$ cat src/design/xor_checked_frame_parser_top_assert.svh
// Assertion macros used by the frame parser controller (xcfp_ctrl).
// Each macro expects clk and rst_n in scope; no other dependencies.
`ifndef XOR_CHECKED_FRAME_PARSER_TOP_ASSERT_SVH
`define XOR_CHECKED_FRAME_PARSER_TOP_ASSERT_SVH

// Same-cycle implication, disabled during reset.
`define XCFP_ASSERT_NOW(label, ante, cons, msg) \
  label: assert property (@(posedge clk) disable iff (!rst_n) (ante) |-> (cons)) \
    else $error(msg);

// Next-cycle implication, disabled during reset.
`define XCFP_ASSERT_NEXT(label, ante, cons, msg) \
  label: assert property (@(posedge clk) disable iff (!rst_n) (ante) |=> (cons)) \
    else $error(msg);

`endif

$ cat src/design/xcfp_pkg.sv
// Shared types and constants of the XOR-checked frame parser.
// No dependencies; imported by the controller, the datapath and the top level.
package xcfp_pkg;

  localparam int MAX_PAYLOAD = 32;
  localparam int IDX_W       = $clog2(MAX_PAYLOAD);
  localparam int CNT_W       = $clog2(MAX_PAYLOAD + 1);
  localparam int CFG_ADDR_W  = 2;

  localparam logic [CFG_ADDR_W-1:0] CFG_SYNC_FIRST   = 2'd0;
  localparam logic [CFG_ADDR_W-1:0] CFG_SYNC_SECOND  = 2'd1;
  localparam logic [CFG_ADDR_W-1:0] CFG_DIRECTION_IN = 2'd2;

  localparam logic [7:0] SYNC_FIRST_RST   = 8'd36;
  localparam logic [7:0] SYNC_SECOND_RST  = 8'd77;
  localparam logic [7:0] DIRECTION_IN_RST = 8'd60;

  typedef enum logic [1:0] {
    FS_BYTE  = 2'd0,
    FS_EMPTY = 2'd1,
    FS_BAD   = 2'd2,
    FS_BIG   = 2'd3
  } frame_status_t;

  typedef enum logic [3:0] {
    PH_SYNC1,
    PH_SYNC2,
    PH_DIR,
    PH_LEN,
    PH_CMD,
    PH_DATA,
    PH_SUM,
    PH_EMIT_RD,
    PH_EMIT_WR
  } phase_t;

  // Controller to datapath.
  typedef struct packed {
    logic          load_len;
    logic          load_cmd;
    logic          store_data;
    logic          put_status;
    frame_status_t status;
    logic          rd_first;
    logic          put_byte;
  } ctrl_cmd_t;

  // Datapath to controller.
  typedef struct packed {
    logic sync1_hit;
    logic sync2_hit;
    logic dir_hit;
    logic len_zero;
    logic len_big;
    logic data_done;
    logic sum_ok;
    logic emit_last;
    logic out_free;
  } dp_status_t;

endpackage

$ cat src/design/xcfp_ram.sv
// Generic single-write, single-read RAM with registered read data.
// No dependencies.
module xcfp_ram #(
  parameter int WIDTH = 8,
  parameter int DEPTH = 32
) (
  input  logic                     clk,
  input  logic                     wr_en,
  input  logic [$clog2(DEPTH)-1:0] wr_addr,
  input  logic [WIDTH-1:0]         wr_data,
  input  logic                     rd_en,
  input  logic [$clog2(DEPTH)-1:0] rd_addr,
  output logic [WIDTH-1:0]         rd_data
);

  logic [WIDTH-1:0] mem [DEPTH];

  always_ff @(posedge clk) begin
    if (wr_en) begin
      mem[wr_addr] <= wr_data;
    end
    if (rd_en) begin
      rd_data <= mem[rd_addr];
    end
  end

endmodule

$ cat src/design/xcfp_ctrl.sv
// Frame parser controller: phase state machine and command decode.
// Depends on xcfp_pkg and the shared assertion header.
`include "xor_checked_frame_parser_top_assert.svh"

module xcfp_ctrl (
  input  logic                clk,
  input  logic                rst_n,
  input  logic                in_tvalid,
  output logic                in_tready,
  input  xcfp_pkg::dp_status_t sts,
  output xcfp_pkg::ctrl_cmd_t  cmd
);
  import xcfp_pkg::*;

  phase_t state_r;
  phase_t state_nxt;
  logic   accept;

  assign accept = in_tvalid & in_tready;

  // Result-producing phases take a byte only when the output slot is free.
  always_comb begin
    case (state_r)
      PH_CMD, PH_SUM:        in_tready = sts.out_free;
      PH_EMIT_RD, PH_EMIT_WR: in_tready = 1'b0;
      default:               in_tready = 1'b1;
    endcase
  end

  always_comb begin
    state_nxt = state_r;
    case (state_r)
      PH_SYNC2: if (accept && sts.sync2_hit) state_nxt = PH_DIR;
      PH_DIR:   if (accept && sts.dir_hit) state_nxt = PH_LEN;
      PH_LEN:   if (accept) state_nxt = PH_CMD;
      PH_CMD: begin
        if (accept) begin
          if (sts.len_big) state_nxt = PH_SYNC1;
          else if (sts.len_zero) state_nxt = PH_SUM;
          else state_nxt = PH_DATA;
        end
      end
      PH_DATA:  if (accept && sts.data_done) state_nxt = PH_SUM;
      PH_SUM: begin
        if (accept) begin
          if (!sts.sum_ok || sts.len_zero) state_nxt = PH_SYNC1;
          else state_nxt = PH_EMIT_RD;
        end
      end
      PH_EMIT_RD: state_nxt = PH_EMIT_WR;
      PH_EMIT_WR: if (sts.out_free && sts.emit_last) state_nxt = PH_SYNC1;
      default: begin
        state_nxt = PH_SYNC1;
        if (accept && sts.sync1_hit) state_nxt = PH_SYNC2;
      end
    endcase
  end

  always_comb begin
    cmd = '0;
    cmd.status = FS_BYTE;
    case (state_r)
      PH_LEN:  cmd.load_len = accept;
      PH_CMD: begin
        cmd.load_cmd   = accept;
        cmd.put_status = accept & sts.len_big;
        cmd.status     = FS_BIG;
      end
      PH_DATA: cmd.store_data = accept;
      PH_SUM: begin
        cmd.put_status = accept & (!sts.sum_ok | sts.len_zero);
        cmd.status     = sts.sum_ok ? FS_EMPTY : FS_BAD;
        cmd.rd_first   = accept & sts.sum_ok & !sts.len_zero;
      end
      PH_EMIT_WR: cmd.put_byte = sts.out_free;
      default: cmd.load_len = 1'b0;
    endcase
  end

  always_ff @(posedge clk) begin
    if (!rst_n) begin
      state_r <= PH_SYNC1;
    end else begin
      state_r <= state_nxt;
    end
  end

  `XCFP_ASSERT_NOW(a_no_accept_in_emit,
    in_tready, (state_r != PH_EMIT_RD) && (state_r != PH_EMIT_WR),
    "input taken while payload is being emitted")
  `XCFP_ASSERT_NOW(a_load_needs_free,
    cmd.put_status || cmd.put_byte, sts.out_free,
    "result loaded over an unconsumed result")
  `XCFP_ASSERT_NEXT(a_read_then_write,
    state_r == PH_EMIT_RD, state_r == PH_EMIT_WR,
    "first payload read not followed by emit")
  `XCFP_ASSERT_NEXT(a_emit_start,
    cmd.rd_first, state_r == PH_EMIT_RD,
    "payload emission did not start after good checksum")

endmodule

$ cat src/design/xcfp_dp.sv
// Frame parser datapath: config registers, header, checksum, payload
// store and output register. Depends on xcfp_pkg and xcfp_ram.
module xcfp_dp (
  input  logic                              clk,
  input  logic                              rst_n,
  input  logic                              cfg_wr_en,
  input  logic [xcfp_pkg::CFG_ADDR_W-1:0]   cfg_addr,
  input  logic [7:0]                        cfg_wdata,
  input  logic [7:0]                        in_byte,
  input  xcfp_pkg::ctrl_cmd_t               cmd,
  output xcfp_pkg::dp_status_t              sts,
  input  logic                              out_tready,
  output logic                              out_valid,
  output xcfp_pkg::frame_status_t           out_status,
  output logic [7:0]                        out_command,
  output logic [7:0]                        out_length,
  output logic [xcfp_pkg::IDX_W-1:0]        out_index,
  output logic [7:0]                        out_payload,
  output logic                              out_last
);
  import xcfp_pkg::*;

  logic [7:0]       sync_first_r, sync_first_nxt;
  logic [7:0]       sync_second_r, sync_second_nxt;
  logic [7:0]       direction_in_r, direction_in_nxt;
  logic [7:0]       held_len_r, held_len_nxt;
  logic [7:0]       held_cmd_r, held_cmd_nxt;
  logic [7:0]       xor_r, xor_nxt;
  logic [CNT_W-1:0] count_r, count_nxt;
  logic [IDX_W-1:0] idx_r, idx_nxt;
  logic             out_valid_r, out_valid_nxt;
  frame_status_t    out_status_r, out_status_nxt;
  logic [7:0]       out_command_r, out_command_nxt;
  logic [7:0]       out_length_r, out_length_nxt;
  logic [IDX_W-1:0] out_index_r, out_index_nxt;
  logic [7:0]       out_payload_r, out_payload_nxt;
  logic             out_last_r, out_last_nxt;
  logic [7:0]       ram_rd_data;
  logic             ram_rd_en;
  logic [IDX_W-1:0] ram_rd_addr;

  xcfp_ram #(
    .WIDTH(8),
    .DEPTH(MAX_PAYLOAD)
  ) u_store (
    .clk    (clk),
    .wr_en  (cmd.store_data),
    .wr_addr(count_r[IDX_W-1:0]),
    .wr_data(in_byte),
    .rd_en  (ram_rd_en),
    .rd_addr(ram_rd_addr),
    .rd_data(ram_rd_data)
  );

  assign ram_rd_en   = cmd.rd_first | cmd.put_byte;
  assign ram_rd_addr = cmd.rd_first ? '0 : IDX_W'(idx_r + 1'b1);

  always_comb begin
    sts.sync1_hit = (in_byte == sync_first_r);
    sts.sync2_hit = (in_byte == sync_second_r);
    sts.dir_hit   = (in_byte == direction_in_r);
    sts.len_zero  = (held_len_r == 8'd0);
    sts.len_big   = (held_len_r > 8'(MAX_PAYLOAD));
    sts.data_done = ((8'(count_r) + 8'd1) >= held_len_r);
    sts.sum_ok    = (xor_r == in_byte);
    sts.emit_last = ((8'(idx_r) + 8'd1) == held_len_r);
    sts.out_free  = !out_valid_r | out_tready;
  end

  always_comb begin
    sync_first_nxt   = sync_first_r;
    sync_second_nxt  = sync_second_r;
    direction_in_nxt = direction_in_r;
    if (cfg_wr_en) begin
      case (cfg_addr)
        CFG_SYNC_FIRST:   sync_first_nxt   = cfg_wdata;
        CFG_SYNC_SECOND:  sync_second_nxt  = cfg_wdata;
        CFG_DIRECTION_IN: direction_in_nxt = cfg_wdata;
        default:          sync_first_nxt   = sync_first_r;
      endcase
    end
  end

  always_comb begin
    held_len_nxt = held_len_r;
    held_cmd_nxt = held_cmd_r;
    xor_nxt      = xor_r;
    count_nxt    = count_r;
    idx_nxt      = idx_r;
    if (cmd.load_len) begin
      held_len_nxt = in_byte;
      xor_nxt      = in_byte;
    end
    if (cmd.load_cmd) begin
      held_cmd_nxt = in_byte;
      xor_nxt      = xor_r ^ in_byte;
      count_nxt    = '0;
    end
    if (cmd.store_data) begin
      xor_nxt   = xor_r ^ in_byte;
      count_nxt = CNT_W'(count_r + 1'b1);
    end
    if (cmd.rd_first) idx_nxt = '0;
    if (cmd.put_byte) idx_nxt = IDX_W'(idx_r + 1'b1);
  end

  // Output register: load a new result, or drop the current one once taken.
  always_comb begin
    out_valid_nxt   = out_valid_r;
    out_status_nxt  = out_status_r;
    out_command_nxt = out_command_r;
    out_length_nxt  = out_length_r;
    out_index_nxt   = out_index_r;
    out_payload_nxt = out_payload_r;
    out_last_nxt    = out_last_r;
    if (cmd.put_status) begin
      out_valid_nxt   = 1'b1;
      out_status_nxt  = cmd.status;
      out_command_nxt = cmd.load_cmd ? in_byte : held_cmd_r;
      out_length_nxt  = held_len_r;
      out_index_nxt   = '0;
      out_payload_nxt = 8'd0;
      out_last_nxt    = 1'b1;
    end else if (cmd.put_byte) begin
      out_valid_nxt   = 1'b1;
      out_status_nxt  = FS_BYTE;
      out_command_nxt = held_cmd_r;
      out_length_nxt  = held_len_r;
      out_index_nxt   = idx_r;
      out_payload_nxt = ram_rd_data;
      out_last_nxt    = sts.emit_last;
    end else if (out_tready) begin
      out_valid_nxt = 1'b0;
    end
  end

  always_ff @(posedge clk) begin
    if (!rst_n) begin
      sync_first_r   <= SYNC_FIRST_RST;
      sync_second_r  <= SYNC_SECOND_RST;
      direction_in_r <= DIRECTION_IN_RST;
      held_len_r     <= 8'd0;
      held_cmd_r     <= 8'd0;
      xor_r          <= 8'd0;
      count_r        <= '0;
      idx_r          <= '0;
      out_valid_r    <= 1'b0;
    end else begin
      sync_first_r   <= sync_first_nxt;
      sync_second_r  <= sync_second_nxt;
      direction_in_r <= direction_in_nxt;
      held_len_r     <= held_len_nxt;
      held_cmd_r     <= held_cmd_nxt;
      xor_r          <= xor_nxt;
      count_r        <= count_nxt;
      idx_r          <= idx_nxt;
      out_valid_r    <= out_valid_nxt;
    end
  end

  always_ff @(posedge clk) begin
    out_status_r  <= out_status_nxt;
    out_command_r <= out_command_nxt;
    out_length_r  <= out_length_nxt;
    out_index_r   <= out_index_nxt;
    out_payload_r <= out_payload_nxt;
    out_last_r    <= out_last_nxt;
  end

  assign out_valid   = out_valid_r;
  assign out_status  = out_status_r;
  assign out_command = out_command_r;
  assign out_length  = out_length_r;
  assign out_index   = out_index_r;
  assign out_payload = out_payload_r;
  assign out_last    = out_last_r;

endmodule

$ cat src/design/xor_checked_frame_parser_top.sv
// Output: a status result (empty, checksum error, oversize) is registered in the cycle after
//   its closing byte is accepted; a good frame's first payload byte passes the store read,
//   PH_EMIT_RD and PH_EMIT_WR, then one byte per cycle while the sink keeps tready high.
// Throughput: one byte per cycle while parsing, but the command and checksum bytes wait for a
//   free output slot; input is held off while the payload store (one read port) is drained.
// Reset: rst_n synchronous, active low; parser hunts the first sync, registers back to defaults.
//
// Top level: frame parser built from the controller, the datapath and the payload store.
// Depends on xcfp_pkg, xcfp_ctrl, xcfp_dp and xcfp_ram.
module xor_checked_frame_parser_top (
  input  logic                            clk,
  input  logic                            rst_n,
  // Configuration write port.
  input  logic                            cfg_wr_en,
  input  logic [xcfp_pkg::CFG_ADDR_W-1:0] cfg_addr,
  input  logic [7:0]                      cfg_wdata,
  // Received byte stream.
  input  logic                            in_tvalid,
  output logic                            in_tready,
  input  logic [7:0]                      in_tdata,  // [7:0] rx_byte
  // Parse results.
  output logic                            out_tvalid,
  input  logic                            out_tready,
  // [7:0] command_code, [15:8] payload_length, [20:16] byte_index,
  // [28:21] payload_byte, [31:29] zero
  output logic [31:0]                     out_tdata,
  output logic [1:0]                      out_tuser, // [1:0] frame_status
  output logic                            out_tlast  // last result of the frame
);
  import xcfp_pkg::*;

  ctrl_cmd_t        cmd;
  dp_status_t       sts;
  frame_status_t    res_status;
  logic [7:0]       res_command;
  logic [7:0]       res_length;
  logic [IDX_W-1:0] res_index;
  logic [7:0]       res_payload;

  // Phase machine: decides when a byte is taken and what the datapath does with it.
  xcfp_ctrl u_ctrl (
    .clk      (clk),
    .rst_n    (rst_n),
    .in_tvalid(in_tvalid),
    .in_tready(in_tready),
    .sts      (sts),
    .cmd      (cmd)
  );

  // Header, checksum, payload store and the output register.
  xcfp_dp u_dp (
    .clk        (clk),
    .rst_n      (rst_n),
    .cfg_wr_en  (cfg_wr_en),
    .cfg_addr   (cfg_addr),
    .cfg_wdata  (cfg_wdata),
    .in_byte    (in_tdata),
    .cmd        (cmd),
    .sts        (sts),
    .out_tready (out_tready),
    .out_valid  (out_tvalid),
    .out_status (res_status),
    .out_command(res_command),
    .out_length (res_length),
    .out_index  (res_index),
    .out_payload(res_payload),
    .out_last   (out_tlast)
  );

  // Pack the result fields, lowest field first, zero fill to 32 bits.
  assign out_tdata = {3'b000, res_payload, res_index, res_length, res_command};
  assign out_tuser = res_status;

endmodule

$ cat config.mk
export PLATFORM = sky130hd
export DESIGN_NAME = xor_checked_frame_parser_top
export DESIGN_NICKNAME = d
export VERILOG_FILES = /design/src/design/xcfp_pkg.sv /design/src/design/xcfp_ram.sv /design/src/design/xcfp_ctrl.sv /design/src/design/xcfp_dp.sv /design/src/design/xor_checked_frame_parser_top.sv
export VERILOG_INCLUDE_DIRS = /design/src /design/src/design
export SDC_FILE = /design/constraint.sdc
export NUM_CORES = 1
export LEC_CHECK = 0
export ABC_AREA = 1
export BUFFER_PORTS_ARGS = -buffer_cell sky130_fd_sc_hd__buf_4
export CAP_MARGIN = 10
export CELL_PAD_IN_SITES_DETAIL_PLACEMENT = 1
export CELL_PAD_IN_SITES_GLOBAL_PLACEMENT = 2
export CORE_MARGIN = 2
export CORE_UTILIZATION = 44
export DETAILED_ROUTE_END_ITERATION = 12
export PLACE_DENSITY_LB_ADDON = 0.12
export SETUP_SLACK_MARGIN = 0.3
export SYNTH_ARGS = -nofsm -noshare
export SYNTH_HDL_FRONTEND = slang
export SYNTH_HIERARCHICAL = 1
export SYNTH_SLANG_ARGS = --single-unit
$ cat constraint.sdc
create_clock -name clk -period 5.69 [get_ports clk]
set_clock_uncertainty 0.1 [all_clocks]
set_input_delay 0.8535 -clock clk [delete_from_list [all_inputs] [get_ports clk]]
set_output_delay 0.8535 -clock clk [all_outputs]
set_load 0.005 [all_outputs]
==> flow_summary.ini <==
[status]
status = complete, no violations

[die]
initial_core_util_pct = 44.69
design.die.area_sq_mm = 0.03669
io_pins = 60
fp.dieH_um = 191.5
core_sq_mm = 0.03463
die_x_um = 191.5
num_rows = 68

[finish]
stdcell_count = 2025
mostFrequentLayoutCell = nand2_1
drive_gt1_share_pct = 10.76
regArea_sq_mm = 0.01003
stdcell_area_sq_mm = 0.01739
fin_util_pct = 50.21
synthToLayoutAreaGrowth_pct = 12.35
multi_input_area_sq_mm = 0.004713
most-common-layout-cells = nand2_1 (491), edfxtp_1 (282), nand3_1 (230), nor2_1 (103), dfxtp_1 (78)
fillers = 3834
fin_nets = 1572
n_antenna_cell = 0

[route]
dr.pass1.iters = 5
drt-initial-drc-count = 659
post_drt_wl_per_cell_um = 21.17
routed_wl_um = 42870
viasPerCell = 5.355
drc = 0
drtAntennaViolNets = 0
routed-via-count = 10840

[placed_design]
globalplace.congestion = 0.8068
postPlaceCellArea_sq_mm = 0.01615
numPortBuffers = 56
place.detailed.hpwl_um = 26890
dp.cells = 1954

[sta]
setup_viol = 0
timing.slew.headroom_pct = 28.06
finalSetupTns_ns = 0
period_needed_ns = 4.067
rsz0062_at_grt = false
fmax_ghz = 0.2459
drv_slew = 0
min_period_over_period_pct = 71.48
hold_viol_final = 0
tightest_slew_ns = 1.075

[cts]
cts_setup_buffers = 0
clk_pin_slew_worst_paths_ns = 0.06
worstSkewPairLatency_ns = 0.53
clk_path_buf_depth = 3
root_buffer = clkbuf_16
postCtsResizedCells = 0
htree_levels = 2
cts_hold_buf = 0
cts_num_sinks = 360
numCtsBuffers = 39
cts_tree = yes

[power_and_ir_drop]
vdd_drop_max_uv = 200.6
p_leak_nw = 6.496
seqPwrFrac_pct = 50.0
switching_share_pct = 23.39
p_int_w = 0.004593
power_w = 0.005995
combPwrFrac_pct = 9.0
pwr-share-clk_pct = 41.0
p_per_area_mw_per_mm2 = 344.8
switching_power_w = 0.001402

[synthesis]
synth_cell_types = 42
syn_area_sq_mm = 0.01547
synth_warnings = 6
synth.avg_cell_area_sq_um = 10.34
synthFlopType = edfxtp_1
ys_async_sr_fraction_pct = 0
synth-edff-count = 282
synth_seq_cells = 360
synth-seq-area-share_pct = 64.81
syn_inst = 1497

[grt]
grt_max_degree = 113
track_usage_pct = 23.93
first_global_vias = 11350
busiest_layer = met2
grt_first_pass_wirelength_um = 66260
overflow = 0
met1_usage_pct = 30.21
use_met2_pct = 42.45
grt.met3_usage_pct = 3.433
antenna_found_initial = 0

[worst_setup_path]
r2r-end = u_dp/out_last
cp-end-kind = flop
critPathMaxFanout = 19
reg2reg_from = u_dp/xor_r[0]
crit_required_ns = 5.97
cp-start-kind = input pin
critPathCapture = u_dp/out_last
crit_start = in_tdata[0]
reg2regPathDepth = 12
path_class = in -> reg
regToRegSetupSlack_ns = 1.75
cp_data_arrival_time_ns = 4.35

[hold_path]
hold_path_class = reg -> reg

[job]
cap_violations = 0
critical path, stage by stage:
cell	delay (ns)
buf_4	0.14
xor2_1	0.15
nor4_1	0.56
and2_1	0.25
inv_1	0.06
nor2_1	0.09
nand3_1	0.14
o21ai_0	0.12
a211oi_1	0.13
nor2_1	0.84
inv_1	0.68
nor2_1	0.27
a21oi_2	0.05
cells in the mapped netlist, types with 2 or more instances:
cell type / instances / area share, %
o21ai_0: 31 / 1.0
edfxtp_1: 282 / 55
nor4_1: 5 / 0.20
nand2_1: 491 / 12
dfxtp_1: 78 / 10
clkbuf_1: 10 / 0.24
nor2_4: 2 / 0.15
nand2_4: 2 / 0.15
ha_1: 9 / 0.73
buf_2: 28 / 0.91
buf_4: 8 / 0.39
and2_1: 2 / 0.081
inv_2: 10 / 0.24
xnor2_1: 17 / 0.96
inv_1: 46 / 1.1
a311oi_1: 8 / 0.45
mux2i_1: 6 / 0.39
nor2_2: 6 / 0.24
nor3_4: 2 / 0.21
or2_2: 4 / 0.16
nor2_1: 106 / 2.6
clkbuf_2: 2 / 0.065
buf_1: 4 / 0.097
a21oi_1: 31 / 1.0
a22o_1: 9 / 0.51
nand4_1: 9 / 0.36
nand2_2: 5 / 0.20
xor2_1: 17 / 0.96
nand3_2: 2 / 0.13
nand3_1: 230 / 7.4
buf_6: 24 / 1.7
power by group through the flow:
| stage | Clock (W) | Combinational (W) | Sequential (W) |
|---|---|---|---|
| floorplan | 0 | 0.000320 | 0.00304 |
| global placement | 0 | 0.000534 | 0.00305 |
| detailed placement | 0 | 0.000543 | 0.00305 |
| CTS | 0.00251 | 0.000549 | 0.00300 |
| global route | 0.00261 | 0.000609 | 0.00300 |
| finish | 0.00246 | 0.000540 | 0.00300 |
stage by stage:
stage	hold WS (ns)	setup WS [ns]
CTS	0.3692	1.615
global route	0.4009	1.258
detailed placement	0.3551	1.075
floorplan	0.3305	2.378
finish	0.3596	1.623
global placement	0.3465	1.144
logic make-up (layout without fill, tap and decap cells):
logic type      Yosys count  after routing  share of synthesized area (%)
compound gates           87             87                          3.380
xor+xnor                 34             34                          1.924
fa+ha+maj                 9              9                         0.7277
buf+inv                 133            204                          4.892
flops                   360            360                          64.81
mux                       6              6                         0.3881
other cells               1              3                        0.02423
simple gates            867            867                          23.85
state kept, by name (all words and copies together), names as in the netlist:
register and cells:
u_dp/out_payload 8, u_dp/xor_r 8, u_dp/count_r 6, u_dp/u_store/rd_data 8, u_dp/out_length 8, u_dp/held_cmd_r 8, u_dp/held_len_r 8, u_dp/out_status 2
u_dp/direction_in_r 8, u_dp/u_store/mem 256, u_dp/sync_first_r 8, u_dp/sync_second_r 8, u_dp/idx_r 5, u_dp/out_command 8, u_ctrl/state_r 4, u_dp/out_valid 1
u_dp/out_last 1, u_dp/out_index 5
metal layers:
metal	part of all wire, %	wire [um]	vias up
li1	-	-	5170
met1	43	18410	5449
met2	51	21810	163
met3	3.6	1553	61
met4	2.6	1097	0
met5	0	0	-
cell type report:
class | count | share of cell area, %
Timing Repair Buffer | 77 | 3.613
Sequential cell | 360 | 57.69
Inverter | 56 | 1.216
Multi-Input combinational cell | 1006 | 27.11
Clock inverter | 18 | 0.7629
Tap cell | 455 | 3.275
Clock buffer | 53 | 6.333
worst min-delay path by stage:
| stage | startpoint | endpoint | slack, ns | cells after the start |
|---|---|---|---|---|
| finish | u_dp/out_index[2] | u_dp/out_index[2] | 0.36 | 2 |
| global route | u_dp/direction_in_r[7] | u_dp/direction_in_r[7] | 0.40 | 2 |
| CTS | u_dp/out_index[2] | u_dp/out_index[2] | 0.37 | 2 |
| detailed placement | u_dp/out_index[2] | u_dp/out_index[2] | 0.36 | 2 |
| global placement | u_dp/out_index[2] | u_dp/out_index[2] | 0.35 | 2 |
| floorplan | u_dp/held_len_r[5] | u_dp/out_length[5] | 0.33 | 0 |
Note: power is estimated with default switching activity, not from simulation.
